`src/rtl/sals_pkg.sv`:
```
// Shared types and constants of the set-associative LRU cache statistics block.
// No dependencies; imported by every module of the block except sals_set_mem.
`timescale 1ns / 1ps
package sals_pkg;

  localparam int TAG_W   = 30;
  localparam int AGE_W   = 3;
  localparam logic [AGE_W-1:0] AGE_MAX = 3'd7;
  localparam int CNT_W   = 32;
  localparam int NUM_CNT = 10;
  localparam int AMT_W   = 16;
  localparam int OFF_MIN = 2;
  localparam int OFF_MAX = 12;
  localparam int IN_W    = 40;
  localparam int OUT_W   = 328;

  typedef enum logic [1:0] {
    MODE_LOAD  = 2'd0,
    MODE_STORE = 2'd1,
    MODE_FETCH = 2'd2,
    MODE_FLUSH = 2'd3
  } mode_t;

  // configuration register indexes
  localparam logic [2:0] REG_SPLIT     = 3'd0;
  localparam logic [2:0] REG_WBACK     = 3'd1;
  localparam logic [2:0] REG_WALLOC    = 3'd2;
  localparam logic [2:0] REG_WAYS      = 3'd3;
  localparam logic [2:0] REG_OFFSET    = 3'd4;
  localparam logic [2:0] REG_USET_BITS = 3'd5;
  localparam logic [2:0] REG_ISET_BITS = 3'd6;
  localparam logic [2:0] REG_DSET_BITS = 3'd7;

  // counter indexes; data stream counters sit at CNT_D_BASE + inst offset
  localparam logic [3:0] CNT_ACC    = 4'd0;
  localparam logic [3:0] CNT_MISS   = 4'd1;
  localparam logic [3:0] CNT_REPL   = 4'd2;
  localparam logic [3:0] CNT_FETCH  = 4'd3;
  localparam logic [3:0] CNT_CPBACK = 4'd4;
  localparam logic [3:0] CNT_D_BASE = 4'd5;
  localparam logic [3:0] CNT_LAST   = 4'd9;

  typedef struct packed {
    logic             valid;
    logic             dirty;
    logic [AGE_W-1:0] age;
    logic [TAG_W-1:0] tag;
  } line_t;

  typedef struct packed {
    logic hit;
    logic fill;
    logic evicted;
    logic victim_dirty;
  } look_t;

endpackage

```
`src/rtl/sals_stat_unit.sv`:
```
// Statistics counter bank with one shared saturating adder.
// Depends on sals_pkg.
`timescale 1ns / 1ps
module sals_stat_unit (
  input  logic                                               clk,
  input  logic                                               rst_n,
  input  logic                                               add_en,
  input  logic [3:0]                                         add_idx,
  input  logic [sals_pkg::AMT_W-1:0]                         add_amt,
  output logic [sals_pkg::NUM_CNT-1:0][sals_pkg::CNT_W-1:0]  cnt_o
);
  import sals_pkg::*;

  logic [NUM_CNT-1:0][CNT_W-1:0] cnt_r;
  logic [CNT_W:0]                sum;

  assign sum   = {1'b0, cnt_r[add_idx]} + (CNT_W + 1)'(add_amt);
  assign cnt_o = cnt_r;

  always_ff @(posedge clk) begin
    if (!rst_n) begin
      cnt_r <= '0;
    end else if (add_en) begin
      cnt_r[add_idx] <= sum[CNT_W] ? {CNT_W{1'b1}} : sum[CNT_W-1:0];
    end
  end

endmodule

```
`config.mk`:
```
export PLATFORM = sky130hd
export DESIGN_NAME = sals_stat_unit
export DESIGN_NICKNAME = d
export VERILOG_FILES = /design/src/rtl/sals_pkg.sv /design/src/rtl/sals_stat_unit.sv
export SDC_FILE = /design/constraint.sdc
export NUM_CORES = 1
export LEC_CHECK = 0
export BUFFER_PORTS_ARGS = -buffer_cell sky130_fd_sc_hd__clkbuf_2
export CAP_MARGIN = 15
export CORE_ASPECT_RATIO = 1.1
export CORE_MARGIN = 2
export CORE_UTILIZATION = 40
export CTS_CLUSTER_SIZE = 16
export DETAILED_ROUTE_END_ITERATION = 8
export PLACE_DENSITY = 0.68
export SETUP_SLACK_MARGIN = 0.2
export SLEW_MARGIN = 15
export SYNTH_ARGS = -nofsm -noshare
export SYNTH_HDL_FRONTEND = slang
export SYNTH_SLANG_ARGS = --single-unit
```
`constraint.sdc`:
```
create_clock -name clk -period 8 [get_ports clk]
set_input_delay 0.4 -clock clk [delete_from_list [all_inputs] [get_ports clk]]
set_output_delay 0.4 -clock clk [all_outputs]
set_load 0.03 [all_outputs]
```
==> impl_results.md <==
- EDFF count, synth: 0
- Final WL: about 55,000 µm
- Yosys Warn Count: 0
- Via count of the first global-routing pass: around 13,000
- Initial DRC Count: 1,675
- Vias: 14,300
- CTS max path bufs: 3
- H-Tree Depth: 2
- RSZ-0062 raised after global routing: no
- Hold Startpoint: rst_n
- Fill count: around 3,300
- Final core utilization: 0.496
- Period utilization: 0.677
- Root Buffer: clkbuf_16
- CP Launch Type: input port
- R2R Path Start: cnt_o[96]
- Ratio of cells with drive above 1 in the final layout: 0.299
- Peak Freq: 0.185 GHz
- First-pass detailed-route iteration total: 5
- Status: finished, final reports clean
- Mapped Nets: approximately 1,600
- Leading area contributor after synthesis: dfxtp_1
- Synth top area share: 0.447
- Ranking of synthesized cells by area: dfxtp_1, o21ai_0, a21oi_1
- Clock-pin slew on the worst setup and hold paths: 0.06 ns
- DRC violations left: 0
- Most frequent cells in the layout: clkbuf_2, o21ai_0, dfxtp_1
- Min cycle time layout: 5.42 ns
- Drt via density: 6.17
- Synthesized flop and latch total: 320
- Static leakage: just over 7 nW
- Largest register FFs: 320
- Cell count after synthesis: 1,562
- Routed WL per cell: ~24 µm
- DIE AREA: approximately 37,000 µm²
- Worst Setup SP: add_idx[0]
- Initial antenna violation count: 4
- Setup Viol. Count Final: 0
- Arrival @ worst endpoint: 5.79 ns
- Sink of the worst hold path: cnt_o[31]
- Number of clock sinks: 320
- Final Skew: 0.0300 ns
- Syn-to-layout area delta: 22.1%
- Setup Fix Bufs, Post-CTS: 0
- Final hold violations: 0
- Final Max Tran Viols: 0
- Syn avg cell area: about 9 µm²
- Num CTS Buffers: 34
- Starting density of the core: 0.406
- Crit Path Class: in2reg
- CP Capture Type: flop
- Total grt overflow: 0
- Largest net degree at the start of global routing: 140
- P per Cell Area: 206 nW/µm²
- Crit Path Max Fanout: 40
- Max_cap viols: 0
- Ys flop type: dfxtp_1
- Hold Path Cell Cnt: 3
- Die Y-Extent: 202 µm
- Port bufs: 342
- First-pass GRT wire length: ~83,000 µm
- Placement Rows: 72
- Async set-or-reset flop fraction in the synthesized netlist: 0
- Reg2reg setup slack: 3.15 ns
- Post-CTS sizing: 0
- CORE AREA: 35,200 µm²
- Peak supply drop: 0.121 mV
- Yosys cell types: 60
- TNS Setup: 0 ns
- Reg2Reg Depth: 12
- Sequential-to-total area share from yosys stat: 0.447
- Final RePlAce weighted congestion: between 0.9 and 1
- CP required: roughly 8.4 ns
- Reg-to-Reg End: cnt_o[216]
- ANT nets after route: 0
- Slew at the pin closest to its max-slew limit: 1.25 ns
- CTS tree: yes
- GR Util All Layers: 0.287
- Top-Level Pins: 343
- Skew-Pair Late Insertion Delay: 0.55 ns
- Worst hold path type: in2reg
- Worst Hold Slack: 0.384 ns
- Final net count: 1,859
- Commonest non-fill, non-tap cell in the layout: clkbuf_2
- DPL Wire Length: between 30,000 and 40,000 µm
- # hold bufs at CTS: 0
- Post-synthesis cell area: 14,300 µm²
- Slew HR: 0.162
- DIE WIDTH: 184 µm
[worst max path at each step]
stage | endpoint | slack (ns) | cells after the start
floorplan | cnt_o[14] | 2.84 | 17
global placement | cnt_o[302] | 2.16 | 13
detailed placement | cnt_o[302] | 2.08 | 13
CTS | cnt_o[142] | 2.63 | 13
global route | cnt_o[248] | 2.16 | 13
finish | cnt_o[216] | 2.58 | 13
[synthesized netlist by cell type, types with 3 or more instances]
cell type	count
a31oi_1	51
nor2b_1	3
a311oi_1	10
o211ai_1	3
buf_4	6
a211oi_1	8
nand3_1	39
buf_2	13
a21oi_1	249
clkbuf_1	119
mux2_2	56
and2_1	3
nand4_1	14
nor3_1	18
mux2i_1	6
a22oi_1	17
buf_1	7
a222oi_1	15
o21ai_0	325
dfxtp_1	320
o21a_1	4
nand2_1	70
mux4_2	49
xor2_1	4
ha_1	16
o31ai_1	11
nor2_1	42
o22ai_1	3
xnor2_1	19
a21o_1	8
o311ai_0	10
[metal layers]
layer	GRT usage	wire [µm]
met4	0.153	2920
met3	0.0614	4980
met5	0	27
met2	0.453	25700
met1	0.366	21500
[where the power goes]
group | leakage (nW) | internal, mW | switching [mW]
Combinational | 4.10 | 0.0930 | 0.236
Clock | 0.551 | 0.939 | 0.688
Sequential | 2.59 | 1.62 | 0.0290
Total | 7.24 | 2.66 | 0.953
[logic make-up after synthesis]
logic type	Yosys count	synth area share
buf+inv	147	0.0412
simple gates	215	0.0738
flops	320	0.447
compound gates	729	0.283
fa+ha+maj	17	0.0154
xor+xnor	23	0.0141
mux	111	0.125
[area by class of cell]
| type | count | area [µm²] | area share |
|---|---|---|---|
| timing repair buffer | 366 | 1900 | 0.109 |
| antenna | 2 | 5.00 | 0.000286 |
| inverter | 2 | 7.51 | 0.000429 |
| clock buffer | 40 | 893 | 0.0511 |
| clock inverter | 19 | 230 | 0.0132 |
| tap | 481 | 602 | 0.0344 |
| multi-input combinational | 1095 | 7430 | 0.425 |
| sequential | 320 | 6410 | 0.366 |
[worst max-delay path, stage by stage]
cell,delay [ns]
buf_4,0.41
buf_4,0.67
mux4_2,0.61
a22oi_1,0.19
o21ai_0,0.10
ha_1,0.40
a21oi_1,0.27
nand2_1,0.09
a211o_1,0.32
o21ai_1,0.89
nor2_1,0.46
o2111ai_1,0.73
o21ai_0,0.19
[stage by stage]
stage	cells	total power, mW	instance area (µm²)	worst slack (ns)
after floorplan	1562	1.90	14300	2.84
after global placement	2264	2.01	16300	2.16
after detailed placement	2264	2.01	16300	2.08
after CTS	2323	3.61	17400	2.63
after global routing	2325	3.70	17500	2.16
final	2325	3.61	17500	2.58
No activity file was read; power rests on OpenSTA's default activity.
