--- config.mk ---
export PLATFORM = sky130hd
export DESIGN_NAME = sals_way_logic
export DESIGN_NICKNAME = d
export VERILOG_FILES = /design/src/rtl/sals_pkg.sv /design/src/rtl/sals_way_logic.sv
export SDC_FILE = /design/constraint.sdc
export NUM_CORES = 1
export LEC_CHECK = 0
export ABC_AREA = 1
export BUFFER_PORTS_ARGS = -buffer_cell sky130_fd_sc_hd__buf_4
export CORE_AREA = 5 5 339 341
export DETAILED_ROUTE_END_ITERATION = 10
export DIE_AREA = 0 0 344 346
export SLEW_MARGIN = 20
export SYNTH_ARGS = -nofsm -noshare
export SYNTH_HDL_FRONTEND = slang
export SYNTH_SLANG_ARGS = --single-unit
--- constraint.sdc ---
create_clock -name vclk -period 12.6
set_clock_uncertainty 0.1 [all_clocks]
set_input_delay 0 -clock vclk [all_inputs]
set_output_delay 0 -clock vclk [all_outputs]
set_load 0.03 [all_outputs]
--- src/rtl/sals_pkg.sv ---
// Shared types and constants of the set-associative LRU cache statistics block.
// No dependencies; imported by every module of the block except sals_set_mem.
`timescale 1ns / 1ps
package sals_pkg;

  localparam int TAG_W   = 30;
  localparam int AGE_W   = 3;
  localparam logic [AGE_W-1:0] AGE_MAX = 3'd7;
  localparam int CNT_W   = 32;
  localparam int NUM_CNT = 10;
  localparam int AMT_W   = 16;
  localparam int OFF_MIN = 2;
  localparam int OFF_MAX = 12;
  localparam int IN_W    = 40;
  localparam int OUT_W   = 328;

  typedef enum logic [1:0] {
    MODE_LOAD  = 2'd0,
    MODE_STORE = 2'd1,
    MODE_FETCH = 2'd2,
    MODE_FLUSH = 2'd3
  } mode_t;

  // configuration register indexes
  localparam logic [2:0] REG_SPLIT     = 3'd0;
  localparam logic [2:0] REG_WBACK     = 3'd1;
  localparam logic [2:0] REG_WALLOC    = 3'd2;
  localparam logic [2:0] REG_WAYS      = 3'd3;
  localparam logic [2:0] REG_OFFSET    = 3'd4;
  localparam logic [2:0] REG_USET_BITS = 3'd5;
  localparam logic [2:0] REG_ISET_BITS = 3'd6;
  localparam logic [2:0] REG_DSET_BITS = 3'd7;

  // counter indexes; data stream counters sit at CNT_D_BASE + inst offset
  localparam logic [3:0] CNT_ACC    = 4'd0;
  localparam logic [3:0] CNT_MISS   = 4'd1;
  localparam logic [3:0] CNT_REPL   = 4'd2;
  localparam logic [3:0] CNT_FETCH  = 4'd3;
  localparam logic [3:0] CNT_CPBACK = 4'd4;
  localparam logic [3:0] CNT_D_BASE = 4'd5;
  localparam logic [3:0] CNT_LAST   = 4'd9;

  typedef struct packed {
    logic             valid;
    logic             dirty;
    logic [AGE_W-1:0] age;
    logic [TAG_W-1:0] tag;
  } line_t;

  typedef struct packed {
    logic hit;
    logic fill;
    logic evicted;
    logic victim_dirty;
  } look_t;

endpackage

--- src/rtl/sals_way_logic.sv ---
// Way compare, victim choice and LRU age update for one set row.
// Depends on sals_pkg.
`timescale 1ns / 1ps
module sals_way_logic #(
  parameter int MAX_WAYS = 8,
  parameter int WC_W     = 4
) (
  input  sals_pkg::line_t [MAX_WAYS-1:0]   row_i,
  input  logic [sals_pkg::TAG_W-1:0]       tag_i,
  input  logic [WC_W-1:0]                  ways_i,
  input  logic                             store_i,
  input  logic                             write_back_i,
  input  logic                             write_alloc_i,
  output sals_pkg::line_t [MAX_WAYS-1:0]   upd_row_o,
  output sals_pkg::line_t [MAX_WAYS-1:0]   clean_row_o,
  output sals_pkg::look_t                  look_o,
  output logic [WC_W-1:0]                  dirty_cnt_o
);
  import sals_pkg::*;

  localparam int WI_W = (MAX_WAYS > 1) ? $clog2(MAX_WAYS) : 1;

  logic [MAX_WAYS-1:0] inuse, hit_vec, inv_vec;
  logic [WI_W-1:0]     found, first_inv, best, tgt;
  logic [AGE_W-1:0]    best_age;
  logic [AGE_W:0]      limit;
  logic                hit, has_inv, fill, touch;

  always_comb begin
    for (int w = 0; w < MAX_WAYS; w++) begin
      inuse[w]   = WC_W'(w) < ways_i;
      hit_vec[w] = inuse[w] && row_i[w].valid && (row_i[w].tag == tag_i);
      inv_vec[w] = inuse[w] && !row_i[w].valid;
    end
    found     = '0;
    first_inv = '0;
    for (int w = MAX_WAYS - 1; w >= 0; w--) begin
      if (hit_vec[w]) found = WI_W'(w);
      if (inv_vec[w]) first_inv = WI_W'(w);
    end
    // oldest way, lowest index wins a tie
    best     = '0;
    best_age = row_i[0].age;
    for (int w = 1; w < MAX_WAYS; w++) begin
      if (inuse[w] && row_i[w].age > best_age) begin
        best     = WI_W'(w);
        best_age = row_i[w].age;
      end
    end
  end

  assign hit     = |hit_vec;
  assign has_inv = |inv_vec;
  assign fill    = !hit && !(store_i && !write_alloc_i);
  assign touch   = hit || fill;
  assign tgt     = hit ? found : (has_inv ? first_inv : best);
  assign limit   = hit ? {1'b0, row_i[found].age} : {1'b1, {AGE_W{1'b0}}};

  always_comb begin
    for (int w = 0; w < MAX_WAYS; w++) begin
      upd_row_o[w] = row_i[w];
      if (touch) begin
        if (WI_W'(w) == tgt) begin
          upd_row_o[w].age = '0;
          if (fill) begin
            upd_row_o[w].valid = 1'b1;
            upd_row_o[w].tag   = tag_i;
            upd_row_o[w].dirty = store_i && write_back_i;
          end else if (store_i) begin
            upd_row_o[w].dirty = write_back_i;
          end
        end else if (inuse[w] && row_i[w].valid && ({1'b0, row_i[w].age} < limit)
                     && row_i[w].age != AGE_MAX) begin
          upd_row_o[w].age = row_i[w].age + 1'b1;
        end
      end
    end
  end

  always_comb begin
    dirty_cnt_o = '0;
    for (int w = 0; w < MAX_WAYS; w++) begin
      clean_row_o[w] = row_i[w];
      if (inuse[w] && row_i[w].valid && row_i[w].dirty) begin
        clean_row_o[w].dirty = 1'b0;
        dirty_cnt_o          = dirty_cnt_o + 1'b1;
      end
    end
  end

  assign look_o.hit          = hit;
  assign look_o.fill         = fill;
  assign look_o.evicted      = fill && !has_inv;
  assign look_o.victim_dirty = row_i[best].dirty;

endmodule

==> metrics <==
Worst-Margin Slew=1.16 ns; Overall Power=1.31 mW; end of the critical path=upd_row_o[26]; top-count cell post-synth=nand2_1; wire length per cell=29.9 µm; Synth Area in Compound Gates=7.87%; postcts setup bufs=0; Syn Nets=3,097; Max-Cap Viols=0; First-pass DRT Iterations=8; top cell type's share of synthesized area=29.1%; P&R area growth vs syn=45.1%; Worst EP arrival=9.45 ns; # resized after CTS=0; final wirelength=143,000 µm; largest family of logic cells by synthesized area=simple AND/OR/NAND/NOR gates; DR DRC count=0; first-pass GRT wire length=182,000 µm; required time of the critical path=12.50 ns; die height=346 µm; GP Congestion=0.977; Nets=3,650; Clock Buffer Count=0; Yosys warnings=0; DRT iter0 DRCs=1,879; fill count=13,100; GRT overflow=0; Total Die Area=119,000 µm²; Peak VDD IR=37.8 µV; max-slew violations=0; mux cell area share after synthesis=0.0812%; Final WS setup=3.05 ns; hold_buf cts=0; placed insts=4,779; Final Core Density=18.0%; seq_cells=0; final hold viol count=0; pre-CTS setup slack=2.99 ns; commonest cells in the netlist=1,074 x nand2_1, 330 x inv_1, 282 x buf_4; power density over cell area=65.1 nW/µm²; IO buf count=885; layout cells sized above 1=30.6%; largest net degree at the start of global routing=61; Cell Area, Synth=13,900 µm²; Slowest-stage cell, CP=nor2_4; Starting Density=12.4%; CP endpoint kind=output pin; gr usage total=22.5%; CP Max Fanout=25; post-route ant nets=0; Syn Area/Cell=5.08 µm²; placed instance area=20,100 µm²; io pins=885; Post-Synth Adder-Cell Area=4.69%; Finish-stage setup viols=0; final cell count without fillers=4,786; Rel. slew slack=22.4%; most used cell, CP=o21ai_0; cell area after layout=20,100 µm²; Critical Path Max Stage Delay=0.54 ns; leakage power=11.1 nW; final worst-path cycle share=75.8%; Die X-Extent=344 µm; count of cell types in the netlist=50; crit path launch=row_i[32]; WS Path Type=input pin to output pin; post-DP HPWL=126,000 µm; Reg area=0 µm²; Placement Rows=123; unrepaired setup endpoints after global routing=false; core box area=112,000 µm²; Cells after Synth=2,728; Synth area leaders=nand2_1 29%, buf_4 15%, inv_1 8.9%; area leader, netlist=nand2_1; status=finished, final reports clean; vias in the first global route=19,700; XOR/XNOR Fraction of Synth Area=10.7%; Simple-Gate Fraction of Synth Area=49.0%; Setup crit start kind=input pin; FMAX=0.105 GHz; post-synthesis sequential area ratio=0%; Via density=4.29; Via Count=20,500; Tmin final=9.55 ns; initial antenna violation count=15; WHS=0.132 ns; Min-Delay Path Class=input pin to output pin; setup TNS=0 ns
## worst min-delay path by stage
stage               slack, ns  startpoint         endpoint  cells after the start
finish                   0.13   row_i[69]  clean_row_o[69]                      2
global route             0.14   row_i[69]  clean_row_o[69]                      2
CTS                      0.13   row_i[69]  clean_row_o[69]                      2
detailed placement       0.13   row_i[69]  clean_row_o[69]                      2
global placement         0.13   row_i[69]  clean_row_o[69]                      2
floorplan                0.03    row_i[0]   clean_row_o[0]                      1
## cells in the final DEF (no fill, tap or decap), types with 5 or more instances in the layout
cell type / n
nand3_2: 11
o31ai_1: 5
nor2_2: 8
nand2_1: 1072
diode_2: 7
inv_1: 329
and3_1: 5
ha_1: 52
nor2_1: 168
a21oi_1: 27
buf_4: 917
nand2_2: 19
nor2_4: 6
or2_2: 20
xnor2_1: 132
or4_1: 6
inv_2: 11
nor3_1: 23
nand3_1: 106
xor2_1: 37
nor4_1: 35
nand3b_1: 5
nand4_1: 88
o21ai_1: 22
o21ai_0: 138
## power by group
| group | switching [mW] | internal [mW] | total [mW] |
|---|---|---|---|
| registers | 0 | 0 | 0 |
| clock network | 0 | 0.0000000629 | 0.0000000630 |
| logic | 0.910 | 0.401 | 1.31 |
## critical path: cells and delay by family
kind,cells,cell delay (ns)
AOI/OAI and AO/OA,16,3.01
and+or+nand+nor,24,3.24
buffers and inverters,6,1.02
adders and majority gates,7,2.13
## logic make-up after synthesis
group,after synthesis
AO/OA/AOI/OAI,207
XOR/XNOR,169
adder cells (fa/ha/maj),52
buffers and inverters,710
multiplexers,1
AND/OR/NAND/NOR,1589
## layer usage
layer | track usage [%] | part of all wire (%) | vias up
li1 | - | - | 9331
met1 | 28.2 | 41 | 9769
met2 | 38.4 | 47 | 1229
met3 | 4.47 | 7.9 | 182
met4 | 7.90 | 4.4 | 6
met5 | 0 | 0.032 | -
## final cells by class
class	count	area, µm²	share of cell area [%]
inverters	344	1290	6.43
repair buffers	917	6880	34.2
well taps	1500	1880	9.32
diodes	7	17.5	0.0870
multi-input cells	2018	10100	50.0
No activity file was read; power rests on OpenSTA's default activity.
